<file path="src/design/bae_pkg.sv">
`timescale 1ns / 1ps
`default_nettype none

package bae_pkg;

    localparam int CAP_W    = 20;
    localparam int FAC_W    = 14;
    localparam int CFG_IDX_W = 3;
    localparam int CFG_DATA_W = 20;

    // boot modes in which the estimator may start
    localparam logic [3:0] BOOT_NORMAL = 4'd0;
    localparam logic [3:0] BOOT_ALT_A  = 4'd8;
    localparam logic [3:0] BOOT_ALT_B  = 4'd9;

    localparam logic [6:0]       FULL_CHARGE   = 7'd100;
    localparam logic [FAC_W-1:0] FACTOR_NOMINAL = 14'd10000;
    localparam logic [7:0]       PCT_NOMINAL   = 8'd100;
    localparam logic [6:0]       TENS_MAX      = 7'd100;
    localparam logic [6:0]       TENS_STEP     = 7'd10;
    localparam logic [6:0]       TENS_HIGH     = 7'd90;
    localparam logic [6:0]       TENS_MID      = 7'd60;
    localparam logic [4:0]       THOUSANDS_CAP = 5'd9;
    localparam logic [7:0]       LEVEL_NOMINAL = 8'd100;

    typedef enum logic [CFG_IDX_W-1:0] {
        REG_BOOT_MODE      = 3'd0,
        REG_SAVED_CAPACITY = 3'd1,
        REG_SAVED_FACTOR   = 3'd2,
        REG_REMOVED_OVR    = 3'd3,
        REG_FORCED_LEVEL   = 3'd4,
        REG_TEMP_LOW       = 3'd5,
        REG_TEMP_HIGH      = 3'd6
    } cfg_reg_e;

    typedef struct packed {
        logic [6:0]        charge_level;
        logic [CAP_W-1:0]  full_capacity;
        logic [FAC_W-1:0]  wear_factor;
        logic signed [7:0] temperature;
        logic              plugged_out;
    } in_word_t;

    typedef struct packed {
        logic [26:0] capacity_x100;
        logic [7:0]  factor_percent;
        logic [6:0]  factor_tens;
        logic [7:0]  factor_level;
        logic        learned;
        logic        active;
    } out_word_t;

    typedef struct packed {
        logic [3:0]        boot_mode;
        logic [CAP_W-1:0]  saved_capacity;
        logic [FAC_W-1:0]  saved_factor;
        logic signed [1:0] removed_override;
        logic [7:0]        forced_level;
        logic signed [7:0] temp_low;
        logic signed [7:0] temp_high;
    } cfg_t;

    // raw result held in the output register
    typedef struct packed {
        logic [CAP_W-1:0] capacity;
        logic [FAC_W-1:0] factor;
        logic [7:0]       forced_level;
        logic             learned;
        logic             active;
    } kept_t;

    // floor(v * 9 / 10) = v - ceil(v / 10); /10 by reciprocal, exact below 2^22
    function automatic logic [CAP_W-1:0] floor_90(input logic [CAP_W-1:0] v);
        logic [CAP_W:0]      t;
        logic [2*CAP_W:0]    p;
        begin
            t = {1'b0, v} + 21'd9;
            p = (2*CAP_W+1)'(t) * (2*CAP_W+1)'(24'hCCCCD);
            floor_90 = v - p[23 +: CAP_W];
        end
    endfunction

    // v / 100 for 14-bit v
    function automatic logic [7:0] div100(input logic [FAC_W-1:0] v);
        logic [27:0] p;
        begin
            p = 28'(v) * 28'd5243;
            div100 = p[19 +: 8];
        end
    endfunction

    // v / 1000 for 14-bit v
    function automatic logic [4:0] div1000(input logic [FAC_W-1:0] v);
        logic [27:0] p;
        begin
            p = 28'(v) * 28'd8389;
            div1000 = p[23 +: 5];
        end
    endfunction

endpackage

`default_nettype wire

</file>
<file path="src/design/battery_aging_estimator.sv">
`timescale 1ns / 1ps
`default_nettype none

// channel   | handshake               | word
// ----------+-------------------------+--------------------------------
// in        | in_valid / in_stall     | in_data  (gauge report)
// out       | out_valid / out_stall   | out_data (capacity, factor, level)
// cfg       | cfg_valid / cfg_ready   | cfg_index, cfg_data
//
// An accepted word goes into the input register, then one pass of
// state update writes the result register. One word per cycle sustained while out_stall is low.
// The result register lets a new word enter while a result waits; in_stall
// rises only when both registers are full and out_stall is high.
// rst_n clears the estimator state and loads the register defaults.
// cfg_ready is always high.

module battery_aging_estimator #(
    parameter int AVG_DEPTH = 2
) (
    input  wire logic                           clk,
    input  wire logic                           rst_n,
    input  wire logic                           in_valid,
    output logic                                in_stall,
    input  wire bae_pkg::in_word_t              in_data,
    output logic                                out_valid,
    input  wire logic                           out_stall,
    output bae_pkg::out_word_t                  out_data,
    input  wire logic                           cfg_valid,
    output logic                                cfg_ready,
    input  wire logic [bae_pkg::CFG_IDX_W-1:0]  cfg_index,
    input  wire logic [bae_pkg::CFG_DATA_W-1:0] cfg_data
);
    import bae_pkg::*;

    cfg_t  cfg;
    kept_t res;

    bae_cfg u_cfg (
        .clk       (clk),
        .rst_n     (rst_n),
        .cfg_valid (cfg_valid),
        .cfg_ready (cfg_ready),
        .cfg_index (cfg_index),
        .cfg_data  (cfg_data),
        .cfg       (cfg)
    );

    bae_learn #(
        .AVG_DEPTH (AVG_DEPTH)
    ) u_learn (
        .clk       (clk),
        .rst_n     (rst_n),
        .in_valid  (in_valid),
        .in_stall  (in_stall),
        .in_data   (in_data),
        .cfg       (cfg),
        .res_valid (out_valid),
        .res_stall (out_stall),
        .res       (res)
    );

    bae_report u_report (
        .res      (res),
        .out_data (out_data)
    );

    // input only backs up when a finished result is waiting
    a_stall_needs_result: assert property (@(posedge clk) disable iff (!rst_n)
        in_stall |-> out_valid)
        else $error("input stalled with empty result register");

    a_learn_active: assert property (@(posedge clk) disable iff (!rst_n)
        out_valid && out_data.learned |-> out_data.active)
        else $error("learned without an active estimator");

    a_tens_range: assert property (@(posedge clk) disable iff (!rst_n)
        out_valid |-> (out_data.factor_tens >= 7'd10) && (out_data.factor_tens <= 7'd100))
        else $error("factor tens out of range");

    a_level_nominal: assert property (@(posedge clk) disable iff (!rst_n)
        out_valid && out_data.factor_percent == 8'd0 && out_data.factor_level != 8'd0
        |-> out_data.factor_tens == 7'd10 || out_data.factor_level == res.forced_level)
        else $error("level inconsistent with small factor");

endmodule

`default_nettype wire

</file>
<file path="src/design/bae_cfg.sv">
`timescale 1ns / 1ps
`default_nettype none

module bae_cfg (
    input  wire logic                           clk,
    input  wire logic                           rst_n,
    input  wire logic                           cfg_valid,
    output logic                                cfg_ready,
    input  wire logic [bae_pkg::CFG_IDX_W-1:0]  cfg_index,
    input  wire logic [bae_pkg::CFG_DATA_W-1:0] cfg_data,
    output bae_pkg::cfg_t                       cfg
);
    import bae_pkg::*;

    cfg_t cfg_reg;
    cfg_t cfg_next;
    logic wr;

    assign cfg_ready = 1'b1;
    assign wr        = cfg_valid && cfg_ready;
    assign cfg       = cfg_reg;

    always_comb
    begin
        cfg_next = cfg_reg;
        if (wr)
        begin
            unique case (cfg_index)
                REG_BOOT_MODE:      cfg_next.boot_mode        = cfg_data[3:0];
                REG_SAVED_CAPACITY: cfg_next.saved_capacity   = cfg_data[CAP_W-1:0];
                REG_SAVED_FACTOR:   cfg_next.saved_factor     = cfg_data[FAC_W-1:0];
                REG_REMOVED_OVR:    cfg_next.removed_override = cfg_data[1:0];
                REG_FORCED_LEVEL:   cfg_next.forced_level     = cfg_data[7:0];
                REG_TEMP_LOW:       cfg_next.temp_low         = cfg_data[7:0];
                REG_TEMP_HIGH:      cfg_next.temp_high        = cfg_data[7:0];
                default:            cfg_next = cfg_reg;
            endcase
        end
    end

    always_ff @(posedge clk or negedge rst_n)
    begin
        if (!rst_n)
        begin
            cfg_reg.boot_mode        <= BOOT_NORMAL;
            cfg_reg.saved_capacity   <= '0;
            cfg_reg.saved_factor     <= '0;
            cfg_reg.removed_override <= 2'sb11;
            cfg_reg.forced_level     <= '0;
            cfg_reg.temp_low         <= 8'sd15;
            cfg_reg.temp_high        <= 8'sd45;
        end
        else
        begin
            cfg_reg <= cfg_next;
        end
    end

endmodule

`default_nettype wire

</file>
<file path="src/design/bae_learn.sv">
`timescale 1ns / 1ps
`default_nettype none

module bae_learn #(
    parameter int AVG_DEPTH = 2
) (
    input  wire logic              clk,
    input  wire logic              rst_n,
    input  wire logic              in_valid,
    output logic                   in_stall,
    input  wire bae_pkg::in_word_t in_data,
    input  wire bae_pkg::cfg_t     cfg,
    output logic                   res_valid,
    input  wire logic              res_stall,
    output bae_pkg::kept_t         res
);
    import bae_pkg::*;

    localparam int CNT_W     = $clog2(AVG_DEPTH + 1);
    localparam int SUM_W     = CAP_W + $clog2(AVG_DEPTH);
    localparam int SUMF_W    = FAC_W + $clog2(AVG_DEPTH);
    // sum / AVG_DEPTH by reciprocal; rounding error stays below one step
    localparam int RECIP_SH  = SUM_W + 3;
    localparam int RECIP_W   = RECIP_SH + 1;
    localparam int RECIP     = ((1 << RECIP_SH) + AVG_DEPTH - 1) / AVG_DEPTH;
    localparam int PC_W      = SUM_W + RECIP_W;
    localparam int PF_W      = SUMF_W + RECIP_W;

    // input stage
    in_word_t s1_reg;
    logic     s1_valid_reg, s1_valid_next;

    // estimator state
    logic                ready_reg, ready_next;
    logic [CAP_W-1:0]    kept_cap_reg, kept_cap_next;
    logic [FAC_W-1:0]    kept_fac_reg, kept_fac_next;
    logic [CAP_W-1:0]    last_seen_reg, last_seen_next;
    logic [1:0]          change_cnt_reg, change_cnt_next;
    logic [CNT_W-1:0]    slot_reg, slot_next;
    logic [SUM_W-1:0]    sum_cap_reg, sum_cap_next;
    logic [SUMF_W-1:0]   sum_fac_reg, sum_fac_next;
    logic                mean_valid_reg, mean_valid_next;
    logic [CAP_W-1:0]    mean_cap_reg, mean_cap_next;
    logic [FAC_W-1:0]    mean_fac_reg, mean_fac_next;

    // result stage
    kept_t res_reg, res_next;
    logic  res_valid_reg, res_valid_next;

    logic advance, accept;
    logic enabled, do_init, removed, cur_ready;
    logic [CAP_W-1:0] cur_cap;
    logic [FAC_W-1:0] cur_fac;
    logic in_window, candidate, first_change, take, fill_done, update;
    logic [SUM_W-1:0]  sum_cap_add;
    logic [SUMF_W-1:0] sum_fac_add;
    logic [PC_W-1:0]   prod_cap;
    logic [PF_W-1:0]   prod_fac;
    logic [CAP_W:0]    run_cap_sum;
    logic [FAC_W:0]    run_fac_sum;
    logic [CAP_W-1:0]  new_mean_cap, floor_cap, upd_cap;
    logic [FAC_W-1:0]  new_mean_fac, floor_fac, upd_fac, fac_base;
    logic [CAP_W-1:0]  floor_fac_w;

    assign advance   = s1_valid_reg && (!res_valid_reg || !res_stall);
    assign in_stall  = s1_valid_reg && !advance;
    assign accept    = in_valid && !in_stall;
    assign res_valid = res_valid_reg;
    assign res       = res_reg;

    always_comb
    begin
        enabled = (cfg.boot_mode == BOOT_NORMAL) || (cfg.boot_mode == BOOT_ALT_A)
               || (cfg.boot_mode == BOOT_ALT_B);
        do_init = !ready_reg && enabled;
        // negative override defers to the gauge's plug-out flag
        removed = cfg.removed_override[1] ? s1_reg.plugged_out : cfg.removed_override[0];
        cur_ready = ready_reg || do_init;
        cur_cap = do_init ? (removed ? '0 : cfg.saved_capacity) : kept_cap_reg;
        cur_fac = do_init ? (removed ? '0 : cfg.saved_factor) : kept_fac_reg;

        in_window = (s1_reg.temperature >= cfg.temp_low)
                 && (s1_reg.temperature < cfg.temp_high);
        candidate = cur_ready && (s1_reg.charge_level >= FULL_CHARGE) && in_window
                 && (s1_reg.full_capacity != last_seen_reg);
        first_change = (change_cnt_reg == 2'd0);
        take = candidate && !first_change;
        fill_done = (slot_reg == CNT_W'(AVG_DEPTH - 1));
        update = take && (mean_valid_reg || fill_done);

        sum_cap_add = sum_cap_reg + SUM_W'(s1_reg.full_capacity);
        sum_fac_add = sum_fac_reg + SUMF_W'(s1_reg.wear_factor);
        prod_cap = PC_W'(sum_cap_add) * PC_W'(RECIP);
        prod_fac = PF_W'(sum_fac_add) * PF_W'(RECIP);
        run_cap_sum = {1'b0, mean_cap_reg} + {1'b0, s1_reg.full_capacity};
        run_fac_sum = {1'b0, mean_fac_reg} + {1'b0, s1_reg.wear_factor};

        new_mean_cap = mean_valid_reg ? run_cap_sum[CAP_W:1] : prod_cap[RECIP_SH +: CAP_W];
        new_mean_fac = mean_valid_reg ? run_fac_sum[FAC_W:1] : prod_fac[RECIP_SH +: FAC_W];

        // never fall below 90% of the prior value; zero factor means nominal
        fac_base    = (cur_fac == '0) ? FACTOR_NOMINAL : cur_fac;
        floor_cap   = floor_90(cur_cap);
        floor_fac_w = floor_90(CAP_W'(fac_base));
        floor_fac   = floor_fac_w[FAC_W-1:0];
        upd_cap = (new_mean_cap > floor_cap) ? new_mean_cap : floor_cap;
        upd_fac = (new_mean_fac > floor_fac) ? new_mean_fac : floor_fac;
    end

    always_comb
    begin
        s1_valid_next   = accept ? 1'b1 : (advance ? 1'b0 : s1_valid_reg);
        res_valid_next  = advance ? 1'b1 : (res_valid_reg && !res_stall ? 1'b0 : res_valid_reg);

        ready_next      = ready_reg;
        kept_cap_next   = kept_cap_reg;
        kept_fac_next   = kept_fac_reg;
        last_seen_next  = last_seen_reg;
        change_cnt_next = change_cnt_reg;
        slot_next       = slot_reg;
        sum_cap_next    = sum_cap_reg;
        sum_fac_next    = sum_fac_reg;
        mean_valid_next = mean_valid_reg;
        mean_cap_next   = mean_cap_reg;
        mean_fac_next   = mean_fac_reg;
        res_next        = res_reg;

        if (advance)
        begin
            ready_next    = cur_ready;
            kept_cap_next = update ? upd_cap : cur_cap;
            kept_fac_next = update ? upd_fac : cur_fac;
            if (candidate)
            begin
                last_seen_next  = s1_reg.full_capacity;
                change_cnt_next = first_change ? 2'd1 : 2'd2;
            end
            if (take)
            begin
                if (mean_valid_reg)
                begin
                    mean_cap_next = new_mean_cap;
                    mean_fac_next = new_mean_fac;
                end
                else
                begin
                    sum_cap_next = sum_cap_add;
                    sum_fac_next = sum_fac_add;
                    slot_next    = slot_reg + CNT_W'(1);
                    if (fill_done)
                    begin
                        mean_cap_next   = new_mean_cap;
                        mean_fac_next   = new_mean_fac;
                        mean_valid_next = 1'b1;
                    end
                end
            end
            res_next.capacity     = kept_cap_next;
            res_next.factor       = kept_fac_next;
            res_next.forced_level = cfg.forced_level;
            res_next.learned      = update;
            res_next.active       = cur_ready;
        end
    end

    always_ff @(posedge clk or negedge rst_n)
    begin
        if (!rst_n)
        begin
            s1_valid_reg   <= 1'b0;
            res_valid_reg  <= 1'b0;
            ready_reg      <= 1'b0;
            kept_cap_reg   <= '0;
            kept_fac_reg   <= '0;
            last_seen_reg  <= '0;
            change_cnt_reg <= '0;
            slot_reg       <= '0;
            sum_cap_reg    <= '0;
            sum_fac_reg    <= '0;
            mean_valid_reg <= 1'b0;
            mean_cap_reg   <= '0;
            mean_fac_reg   <= '0;
        end
        else
        begin
            s1_valid_reg   <= s1_valid_next;
            res_valid_reg  <= res_valid_next;
            ready_reg      <= ready_next;
            kept_cap_reg   <= kept_cap_next;
            kept_fac_reg   <= kept_fac_next;
            last_seen_reg  <= last_seen_next;
            change_cnt_reg <= change_cnt_next;
            slot_reg       <= slot_next;
            sum_cap_reg    <= sum_cap_next;
            sum_fac_reg    <= sum_fac_next;
            mean_valid_reg <= mean_valid_next;
            mean_cap_reg   <= mean_cap_next;
            mean_fac_reg   <= mean_fac_next;
        end
    end

    always_ff @(posedge clk)
    begin
        if (accept)
        begin
            s1_reg <= in_data;
        end
        res_reg <= res_next;
    end

endmodule

`default_nettype wire

</file>
<file path="src/design/bae_report.sv">
`timescale 1ns / 1ps
`default_nettype none

module bae_report (
    input  wire bae_pkg::kept_t res,
    output bae_pkg::out_word_t  out_data
);
    import bae_pkg::*;

    logic [26:0] cap_w;
    logic [4:0]  thousands;
    logic [6:0]  tens;
    logic [7:0]  level;

    always_comb
    begin
        cap_w = 27'(res.capacity);
        out_data.capacity_x100 = (cap_w << 6) + (cap_w << 5) + (cap_w << 2);

        thousands = div1000(res.factor);
        tens = (thousands >= THOUSANDS_CAP) ? TENS_MAX
             : 7'((7'(thousands) + 7'd1) * TENS_STEP);
        if (tens >= TENS_HIGH)
        begin
            level = 8'(tens) + 8'd1;
        end
        else if (tens >= TENS_MID)
        begin
            level = 8'(tens) + 8'd2;
        end
        else
        begin
            level = 8'(tens) + 8'd3;
        end

        if (res.factor == '0)
        begin
            out_data.factor_percent = PCT_NOMINAL;
            out_data.factor_tens    = TENS_MAX;
            level                   = LEVEL_NOMINAL;
        end
        else
        begin
            out_data.factor_percent = div100(res.factor);
            out_data.factor_tens    = tens;
        end

        out_data.factor_level = (res.forced_level != '0) ? res.forced_level : level;
        out_data.learned      = res.learned;
        out_data.active       = res.active;
    end

endmodule

`default_nettype wire
</file>
<file path="config.mk">
export PLATFORM = sky130hd
export DESIGN_NAME = battery_aging_estimator
export DESIGN_NICKNAME = d
export VERILOG_FILES = /design/src/design/bae_pkg.sv /design/src/design/battery_aging_estimator.sv /design/src/design/bae_cfg.sv /design/src/design/bae_learn.sv /design/src/design/bae_report.sv
export SDC_FILE = /design/constraint.sdc
export NUM_CORES = 1
export LEC_CHECK = 0
export BUFFER_PORTS_ARGS = -buffer_cell sky130_fd_sc_hd__buf_2
export CORE_MARGIN = 5
export CORE_UTILIZATION = 26
export DETAILED_ROUTE_END_ITERATION = 12
export GPL_ROUTABILITY_DRIVEN = 1
export SLEW_MARGIN = 25
export SYNTH_ARGS = -nofsm -noshare
export SYNTH_HDL_FRONTEND = slang
export SYNTH_SLANG_ARGS = --single-unit
</file>
<file path="constraint.sdc">
create_clock -name clk -period 16.3 [get_ports clk]
set_input_delay 3.26 -clock clk [delete_from_list [all_inputs] [get_ports clk]]
set_output_delay 3.26 -clock clk [all_outputs]
set_load 0.1 [all_outputs]
</file>
==> impl_metrics.toml, run 1 <==
[outcome]
status = "completed"

[synth]
synth_area_per_cell_um2 = 11.32
synth_simple_gate_area_share_pct = 8.375
synthAdderAreaFrac_pct = 32.10
synth_common_cells = "238 x ha_1, 221 x inv_1, 118 x mux2_2, 116 x dfrtp_1, 106 x nand2_1"
async_flop_share_pct = 61.76
synth-warning-count = 0
synth_cells = 1392
muxShareOfSynthArea_pct = 8.843
synth_edf_count = 78
ys_seq_area_share_pct = 34.94
netlist_area_um2 = 15760
yosys-top-cells-area = "ha_1 19%, dfrtp_1 18%, edfxtp_1 15%"
yosys.cell_types.count = 69
ys.flop_type = "dfrtp_1"
synth_top_family_by_area = "adder cells"
post-synth-top-count-cell = "ha_1"
synth-xor-area-share_pct = 3.271
synth_top_area_cell = "ha_1"
synth_compound_area_share_pct = 6.105
yosys.area.top_type_share_pct = 18.89
synth_seq_cells = 204

[cts]
cts_buffers = 19
ctsHtreeMaxLevel = 1
cts_tree = "built"
clock-sinks = 204
postCtsSetupRepairBufs = 0
path_clk_slew_ns = 0.06
cts_root_buf = "clkbuf_16"
clk-insertion-delay-late_ns = 0.50
cts_buffer_depth = 3
ctsResizeCount = 0
postCtsHoldBufs = 0

[setup_path]
cp.required_ns = 13.04
crit_type = "reg -> out"
ff2ff_setup_slack_ns = 13.19
endpoint_kind = "primary output"
crit_top_cell = "ha_1"
ff2ff_path_depth = 11
crit_path_max_incr_delay_ns = 0.75
crit_buf_inv = 5
worst-path-max-fanout = 9
startpoint = "u_learn.res[21]$_DFFE_PP_"
start_kind = "register"
reg2reg_to = "u_learn.slot_reg[1]$_DFFE_PN0P_"
crit_arrival_ns = 8.85
r2r_start = "u_learn.s1_reg[2]$_DFFE_PP_"
path_delay_family = "adder cells"
crit_slowest_cell = "edfxtp_1"

[global_routing]
grt_pass1_vias = 10870
antenna_found_initial = 12
grt_pass1_wl_mm = 54.88
grt_max_degree = 81
grt_usage_pct = 9.883
grt_overflow = 0

[timing]
report.final.slew_viol_count = 0
fmax_mhz = 82.56
fin_skew_ns = 0.02062
min_period_over_period_pct = 74.31
tightest_slew_ns = 1.017
hold_viol_final = 0
fin_crit_ns = 12.11
whs_ns = 0.4485
slew_headroom_pct = 32.22
grt_setup_unrepaired = "false"
setup_violations = 0
setup_tns_ns = 0

[min_path]
hold_start = "u_cfg.cfg[22]$_DFFE_PN0P_"
hold_end = "u_learn.res[8]$_DFFE_PP_"
hold_class = "reg -> reg"
hold_path_depth = 0

[die]
die_h_um = 256.2
initial_core_util_pct = 26.16
coreArea_um2 = 60250
die_w_um = 256.2
die_area_um2 = 65640
rows = 90
io_pins = 133

[route]
drt_iter0_drc = 324
routed_wirelength_mm = 32.84
routedWlPerCell_um = 14.27
drc_errors = 0
route.antenna.remaining_nets = 0
viasPerCell = 4.443
vias = 10220
drt-pass1-iter-count = 4

[final_layout]
final_util_pct = 29.63
largest_register_ffs = 64
layout.nets = 1922
syn_to_final_growth_pct = 13.24
drive_above_1_share_pct = 19.67

[place]
gp_congestion = 0.8218
io_buffers = 112
place_hpwl_mm = 26.60

[flow_run]
maxCapViolCount = 0
==> worst reg2reg max path, stage by stage, from the launching register on <==
cell and delay (ns):
edfxtp_1 0.41, ha_1 0.28, a21o_1 0.15, a21o_1 0.17
a21o_1 0.18, a21o_1 0.17, a21o_1 0.18, a211oi_1 0.35
o2111a_1 0.21, buf_4 0.29, nor3b_1 0.41, mux2i_1 0.24
==> kinds of logic (layout without fill, tap and decap cells) <==
group,Yosys count,count (layout)
AOI/OAI and AO/OA,138,138
xor gates and xnor gates,55,55
adders and majority gates,342,342
buffers and inverters,256,377
DFF,204,204
muxes,124,124
other,2,8
and+or+nand+nor,271,271
==> final cells by class <==
type	count	area, µm²
clock inverter	10	80.08
fill	6118	42400
multi-input combinational	934	9300
sequential	204	5508
inverter	221	829.5
timing repair buffer	122	638.1
tap	782	978.4
antenna	4	10.01
clock buffer	24	504.2
==> metal layers <==
| metal | GRT usage (%) | vias up | routed length, µm |
|---|---|---|---|
| li1 | - | 4948 | - |
| met1 | 12.20 | 5057 | 14060 |
| met2 | 18.13 | 157 | 16650 |
| met3 | 1.968 | 46 | 1518 |
| met4 | 1.679 | 16 | 501 |
| met5 | 0 | - | 101 |
==> how the worst max path moves through the flow <==
stage	end	slack [ns]	cells past startpoint
after floorplan	out_data[4]	4.52	29
final	out_data[4]	4.19	29
after detailed placement	out_data[4]	4.64	29
after global placement	out_data[4]	4.78	29
after global routing	out_data[7]	3.69	30
after CTS	out_data[4]	4.12	29
==> layout by cell type (no fill, tap or decap), types with 5 or more instances in the layout <==
| master | n |
|---|---|
| nand4_1 | 6 |
| a21o_1 | 20 |
| nor2_1 | 34 |
| xnor2_1 | 36 |
| o21ai_0 | 19 |
| edfxtp_1 | 78 |
| nor2b_1 | 9 |
| nand2_1 | 106 |
| dfstp_2 | 10 |
| xor2_1 | 16 |
| a21oi_1 | 33 |
| and2_1 | 6 |
| ha_1 | 238 |
| buf_2 | 111 |
| buf_4 | 11 |
| dfrtp_1 | 116 |
| a211oi_1 | 8 |
| inv_1 | 221 |
| o31ai_1 | 6 |
| o211ai_1 | 6 |
| nor4_1 | 5 |
| nand2b_1 | 7 |
| clkbuf_16 | 19 |
| nor3_1 | 16 |
| fa_1 | 104 |
| o21a_1 | 7 |
| and4_1 | 5 |
| mux2_2 | 118 |
| nand3_1 | 51 |
==> stage by stage <==
stage	setup WS (ns)	instances	instance area, µm²
after global routing	3.685	2299	17840
after CTS	4.124	2297	17830
after floorplan	4.518	1394	15770
after global placement	4.780	2263	17250
after detailed placement	4.644	2263	17250
final	4.188	2301	17850
Power of run 1 is not shown: default switching activity piles up to over one toggle a cycle in this logic, so the estimate is an artifact.
==> run 2: changes to the inputs <==
--- a/config.mk
+++ b/config.mk
@@ -5,6 +5,7 @@
 export SDC_FILE = /design/constraint.sdc
 export NUM_CORES = 1
 export LEC_CHECK = 0
+export ABC_AREA = 1
 export BUFFER_PORTS_ARGS = -buffer_cell sky130_fd_sc_hd__buf_2
 export CORE_MARGIN = 5
 export CORE_UTILIZATION = 26
==> constraint.sdc (replaced) <==
create_clock -name clk -period 10.7 [get_ports clk]
set_input_delay 2.14 -clock clk [delete_from_list [all_inputs] [get_ports clk]]
set_output_delay 2.14 -clock clk [all_outputs]
set_load 0.1 [all_outputs]
==> impl_metrics.toml, run 2 <==
[global_routing]
grt_max_degree = 112
grt_pass1_vias = 12210
grt_overflow = 0
grt_usage_pct = 10.61
antenna_found_initial = 5
grt_pass1_wl_mm = 60.15

[timing]
setup_violations = 0
report.final.slew_viol_count = 0
min_period_over_period_pct = 89.84
fin_skew_ns = 0.01488
setup_slack_ns = 1.087
setup_tns_ns = 0
fin_crit_ns = 9.613
fmax_mhz = 104.0
hold_viol_final = 0
grt_setup_unrepaired = "false"
tightest_slew_ns = 0.8371
slew_headroom_pct = 43.73

[synth]
yosys-top-cells-area = "ha_1 18%, dfrtp_1 18%, edfxtp_1 14%"
muxShareOfSynthArea_pct = 0.4784
ys.flop_type = "dfrtp_1"
synth_compound_area_share_pct = 9.336
yosys.cell_types.count = 56
synthAdderAreaFrac_pct = 31.20
post-synth-top-count-cell = "inv_1"
synth-xor-area-share_pct = 1.782
synth_top_area_cell = "ha_1"
synth_simple_gate_area_share_pct = 13.91
synth_top_family_by_area = "adder cells"
synth_edf_count = 78
synth_cells = 1767
synth_common_cells = "345 x inv_1, 315 x nand2_1, 238 x ha_1, 176 x o21ai_0, 116 x dfrtp_1"
async_flop_share_pct = 61.76
ys_seq_area_share_pct = 33.97
synth_seq_cells = 204
synth-warning-count = 0
synth_area_per_cell_um2 = 9.177
netlist_area_um2 = 16220
yosys.area.top_type_share_pct = 18.36

[cts]
cts_root_buf = "clkbuf_16"
ctsResizeCount = 0
cts_buffers = 21
postCtsSetupRepairBufs = 0
postCtsHoldBufs = 0
cts_buffer_depth = 3
clk-insertion-delay-late_ns = 0.49
path_clk_slew_ns = 0.06
clock-sinks = 204
ctsHtreeMaxLevel = 1
cts_tree = "built"

[setup_path]
crit_top_cell = "nand2_1"
crit_path_max_incr_delay_ns = 0.73
worst-path-max-fanout = 9
crit_slowest_cell = "edfxtp_1"
ff2ff_setup_slack_ns = 7.62
cp.required_ns = 8.56
crit_arrival_ns = 7.47
start_kind = "register"
crit_type = "reg -> out"
endpoint_kind = "primary output"

[place]
place_hpwl_mm = 29.04
place_ws_ns = 1.577
io_buffers = 112
gp_congestion = 0.8666
place_inst = 2688

[final_layout]
final_common_cell = "inv_1"
largest_register_ffs = 64
syn_to_final_growth_pct = 13.57
layout.nets = 2294
fin_cells = 2727
mostFrequentLayoutCells = "344 x inv_1, 314 x nand2_1, 238 x ha_1"
drive_above_1_share_pct = 11.28

[die]
rows = 91
initial_core_util_pct = 26.28
die_w_um = 259.7
coreArea_um2 = 61710
die_h_um = 259.7
io_pins = 133
die_area_um2 = 67460

[outcome]
status = "completed"

[route]
vias = 11760
drt-pass1-iter-count = 5
routedWlPerCell_um = 13.07
viasPerCell = 4.314
drt_iter0_drc = 544
drc_errors = 0
routed_wirelength_mm = 35.63
route.antenna.remaining_nets = 0

[flow_run]
maxCapViolCount = 0

[min_path]
hold_class = "reg -> reg"
run 2: worst max-delay path, delay by kind of cell, from the launching register on:
kind	cells	cell delay, ns
flops	1	0.73
simple gates	16	1.44
buf+inv	5	0.92
fa+ha+maj	11	3.75
xor+xnor	1	0.16
run 2: final timing paths:
check | start | to | cells past startpoint
setup / recovery | u_learn.res[18]$_DFFE_PP_ | out_data[7] | 33
hold / removal | u_cfg.cfg[17]$_DFFE_PN0P_ | u_learn.res[3]$_DFFE_PP_ | 0
setup reg to reg | u_cfg.cfg[11]$_DFFE_PN1P_ | u_learn.last_seen_reg[7]$_DFFE_PN0P_ | 14
hold reg to reg | u_cfg.cfg[17]$_DFFE_PN0P_ | u_learn.res[3]$_DFFE_PP_ | 0
max in group asynchronous | rst_n | u_cfg.cfg[20]$_DFFE_PN0P_ | 2
min in group asynchronous | rst_n | u_learn.s1_valid_reg$_DFFE_PN0P_ | 1
run 2: logic make-up after synthesis:
family,after synthesis
AO/OA/AOI/OAI,282
adder cells (fa/ha/maj),342
XOR/XNOR,33
multiplexers,7
flip-flops,204
AND/OR/NAND/NOR,506
buffers and inverters,391
other,2
run 2: cell type report:
type,count,area [µm²]
diodes,2,5.005
clock buffers,26,544.3
clock inverters,11,130.1
fillers,6545,43300
inverters,352,1323
multi-input cells,1174,9225
flip-flops and latches,204,5508
well taps,837,1047
repair buffers,121,634.4
run 2: metal layers:
metal | part of all wire (%) | global-route usage [%] | routed length, µm
met3 | 4.3 | 1.456 | 1543
met5 | 0.12 | 0 | 41
met4 | 1.6 | 1.761 | 569
met2 | 49 | 19.10 | 17470
met1 | 45 | 13.81 | 16010
run 2: stage by stage:
step / utilization (%) / cell area, µm² / hold WS, ns
after floorplan: - / 16220 / 0.4253
after detailed placement: 28.73 / 17730 / 0.4327
after global routing: 29.83 / 18410 / 0.4679
final: 29.84 / 18420 / 0.4452
after global placement: 28.73 / 17730 / 0.4377
after CTS: 29.82 / 18410 / 0.4479
Power of run 2 is left out for the same reason.
==> run 3: changes to the inputs <==
--- a/config.mk
+++ b/config.mk
@@ -9,6 +9,7 @@
 export BUFFER_PORTS_ARGS = -buffer_cell sky130_fd_sc_hd__buf_2
 export CORE_MARGIN = 5
 export CORE_UTILIZATION = 26
+export CTS_BUF_LIST = sky130_fd_sc_hd__clkbuf_8 sky130_fd_sc_hd__clkbuf_16
 export DETAILED_ROUTE_END_ITERATION = 12
 export GPL_ROUTABILITY_DRIVEN = 1
 export SLEW_MARGIN = 25
==> constraint.sdc (replaced) <==
create_clock -name clk -period 10.75 [get_ports clk]
set_input_delay 2.15 -clock clk [delete_from_list [all_inputs] [get_ports clk]]
set_output_delay 2.15 -clock clk [all_outputs]
set_load 0.1 [all_outputs]
==> impl_metrics.toml, run 3 (synthesized netlist as in run 2, its figures left out) <==
[final_layout]
largest_register_ffs = 64
syn_to_final_growth_pct = 13.43
fillCellCount = 6577
final_common_cell = "inv_1"
mostFrequentLayoutCells = "350 x inv_1, 314 x nand2_1, 238 x ha_1"
layout.nets = 2293
seq_area_um2 = 5508
drive_above_1_share_pct = 11.29
multi_input_area_um2 = 9225

[die]
rows = 91
die_w_um = 259.7
coreArea_um2 = 61710
initial_core_util_pct = 26.28
die_area_um2 = 67460
io_pins = 133
die_h_um = 259.7

[cts]
postCtsSetupRepairBufs = 0
cts_buffer_depth = 3
ctsResizeCount = 0
ctsHtreeMaxLevel = 1
cts_buffers = 21
clock-sinks = 204
cts_tree = "built"
cts_root_buf = "clkbuf_16"
path_clk_slew_ns = 0.07
clk-insertion-delay-late_ns = 0.48
postCtsHoldBufs = 0

[setup_path]
start_kind = "register"
cp.required_ns = 8.60
startpoint = "u_learn.res[17]$_DFFE_PP_"
r2r_start = "u_cfg.cfg[11]$_DFFE_PN1P_"
ff2ff_setup_slack_ns = 7.65
worst-path-max-fanout = 10
crit_slowest_cell = "edfxtp_1"
endpoint_kind = "primary output"
crit_arrival_ns = 7.44
crit_path_max_incr_delay_ns = 0.69
crit_type = "reg -> out"

[timing]
whs_ns = 0.4514
report.final.slew_viol_count = 0
min_period_over_period_pct = 89.24
setup_violations = 0
slew_headroom_pct = 43.66
fmax_mhz = 104.2
fin_skew_ns = 0.01068
grt_setup_unrepaired = "false"
fin_crit_ns = 9.593
setup_tns_ns = 0
hold_viol_final = 0
setup_slack_ns = 1.157
tightest_slew_ns = 0.8452

[global_routing]
grt_usage_pct = 10.55
grt_pass1_vias = 12280
antenna_found_initial = 5
grt_pass1_wl_mm = 59.73
grt_overflow = 0
grt_max_degree = 112

[route]
viasPerCell = 4.282
drt_iter0_drc = 524
drc_errors = 0
routedWlPerCell_um = 13.06
routed_wirelength_mm = 35.61
vias = 11670
drt-pass1-iter-count = 5
route.antenna.remaining_nets = 0

[flow_run]
maxCapViolCount = 0

[min_path]
hold_class = "reg -> reg"
hold_start = "u_cfg.cfg[23]$_DFFE_PN0P_"

[place]
gp_congestion = 0.8665
io_buffers = 112
place_hpwl_mm = 29.02
place_ws_ns = 1.627

[outcome]
status = "completed"
run 3: final timing paths:
path | endpoint | cells past startpoint
setup / recovery | out_data[4] | 35
hold / removal | u_learn.res[9]$_DFFE_PP_ | 0
setup reg to reg | u_learn.last_seen_reg[15]$_DFFE_PN0P_ | 14
hold reg to reg | u_learn.res[9]$_DFFE_PP_ | 0
max in group asynchronous | u_cfg.cfg[13]$_DFFE_PN0P_ | 2
min in group asynchronous | u_learn.res_valid$_DFFE_PN0P_ | 1
run 3: area by class of cell:
class | count | area share [%]
well taps | 837 | 5.694
repair buffers | 120 | 3.408
flip-flops and latches | 204 | 29.95
clock inverters | 16 | 0.7211
clock buffers | 21 | 2.857
diodes | 2 | 0.02721
multi-input cells | 1174 | 50.16
inverters | 352 | 7.191
run 3: metal layers:
layer / up-vias / global-route usage, % / share of wire [%]
met2: 183 / 18.94 / 49
met4: 6 / 2.275 / 1.9
met5: - / 0 / 0.12
li1: 5919 / - / -
met3: 53 / 1.621 / 4.3
met1: 5511 / 13.45 / 45
run 3: per-stage QoR:
step           area [µm²]  cells  util (%)
5_1_grt             18390   2724     29.80
4_1_cts             18380   2724     29.79
6_report            18390   2726     29.80
3_3_place_gp        17720   2687     28.72
2_1_floorplan       16220   1769         -
3_5_place_dp        17720   2687     28.72
run 3: worst max-delay path: cells and delay by family (launching register included):
kind	cells	cell delay, ns
adders and majority gates	10	3.51
and+or+nand+nor	15	1.33
buffers and inverters	7	0.95
DFF	1	0.69
xor gates and xnor gates	2	0.32
AOI/OAI and AO/OA	1	0.16
Power of run 3 is left out for the same reason.
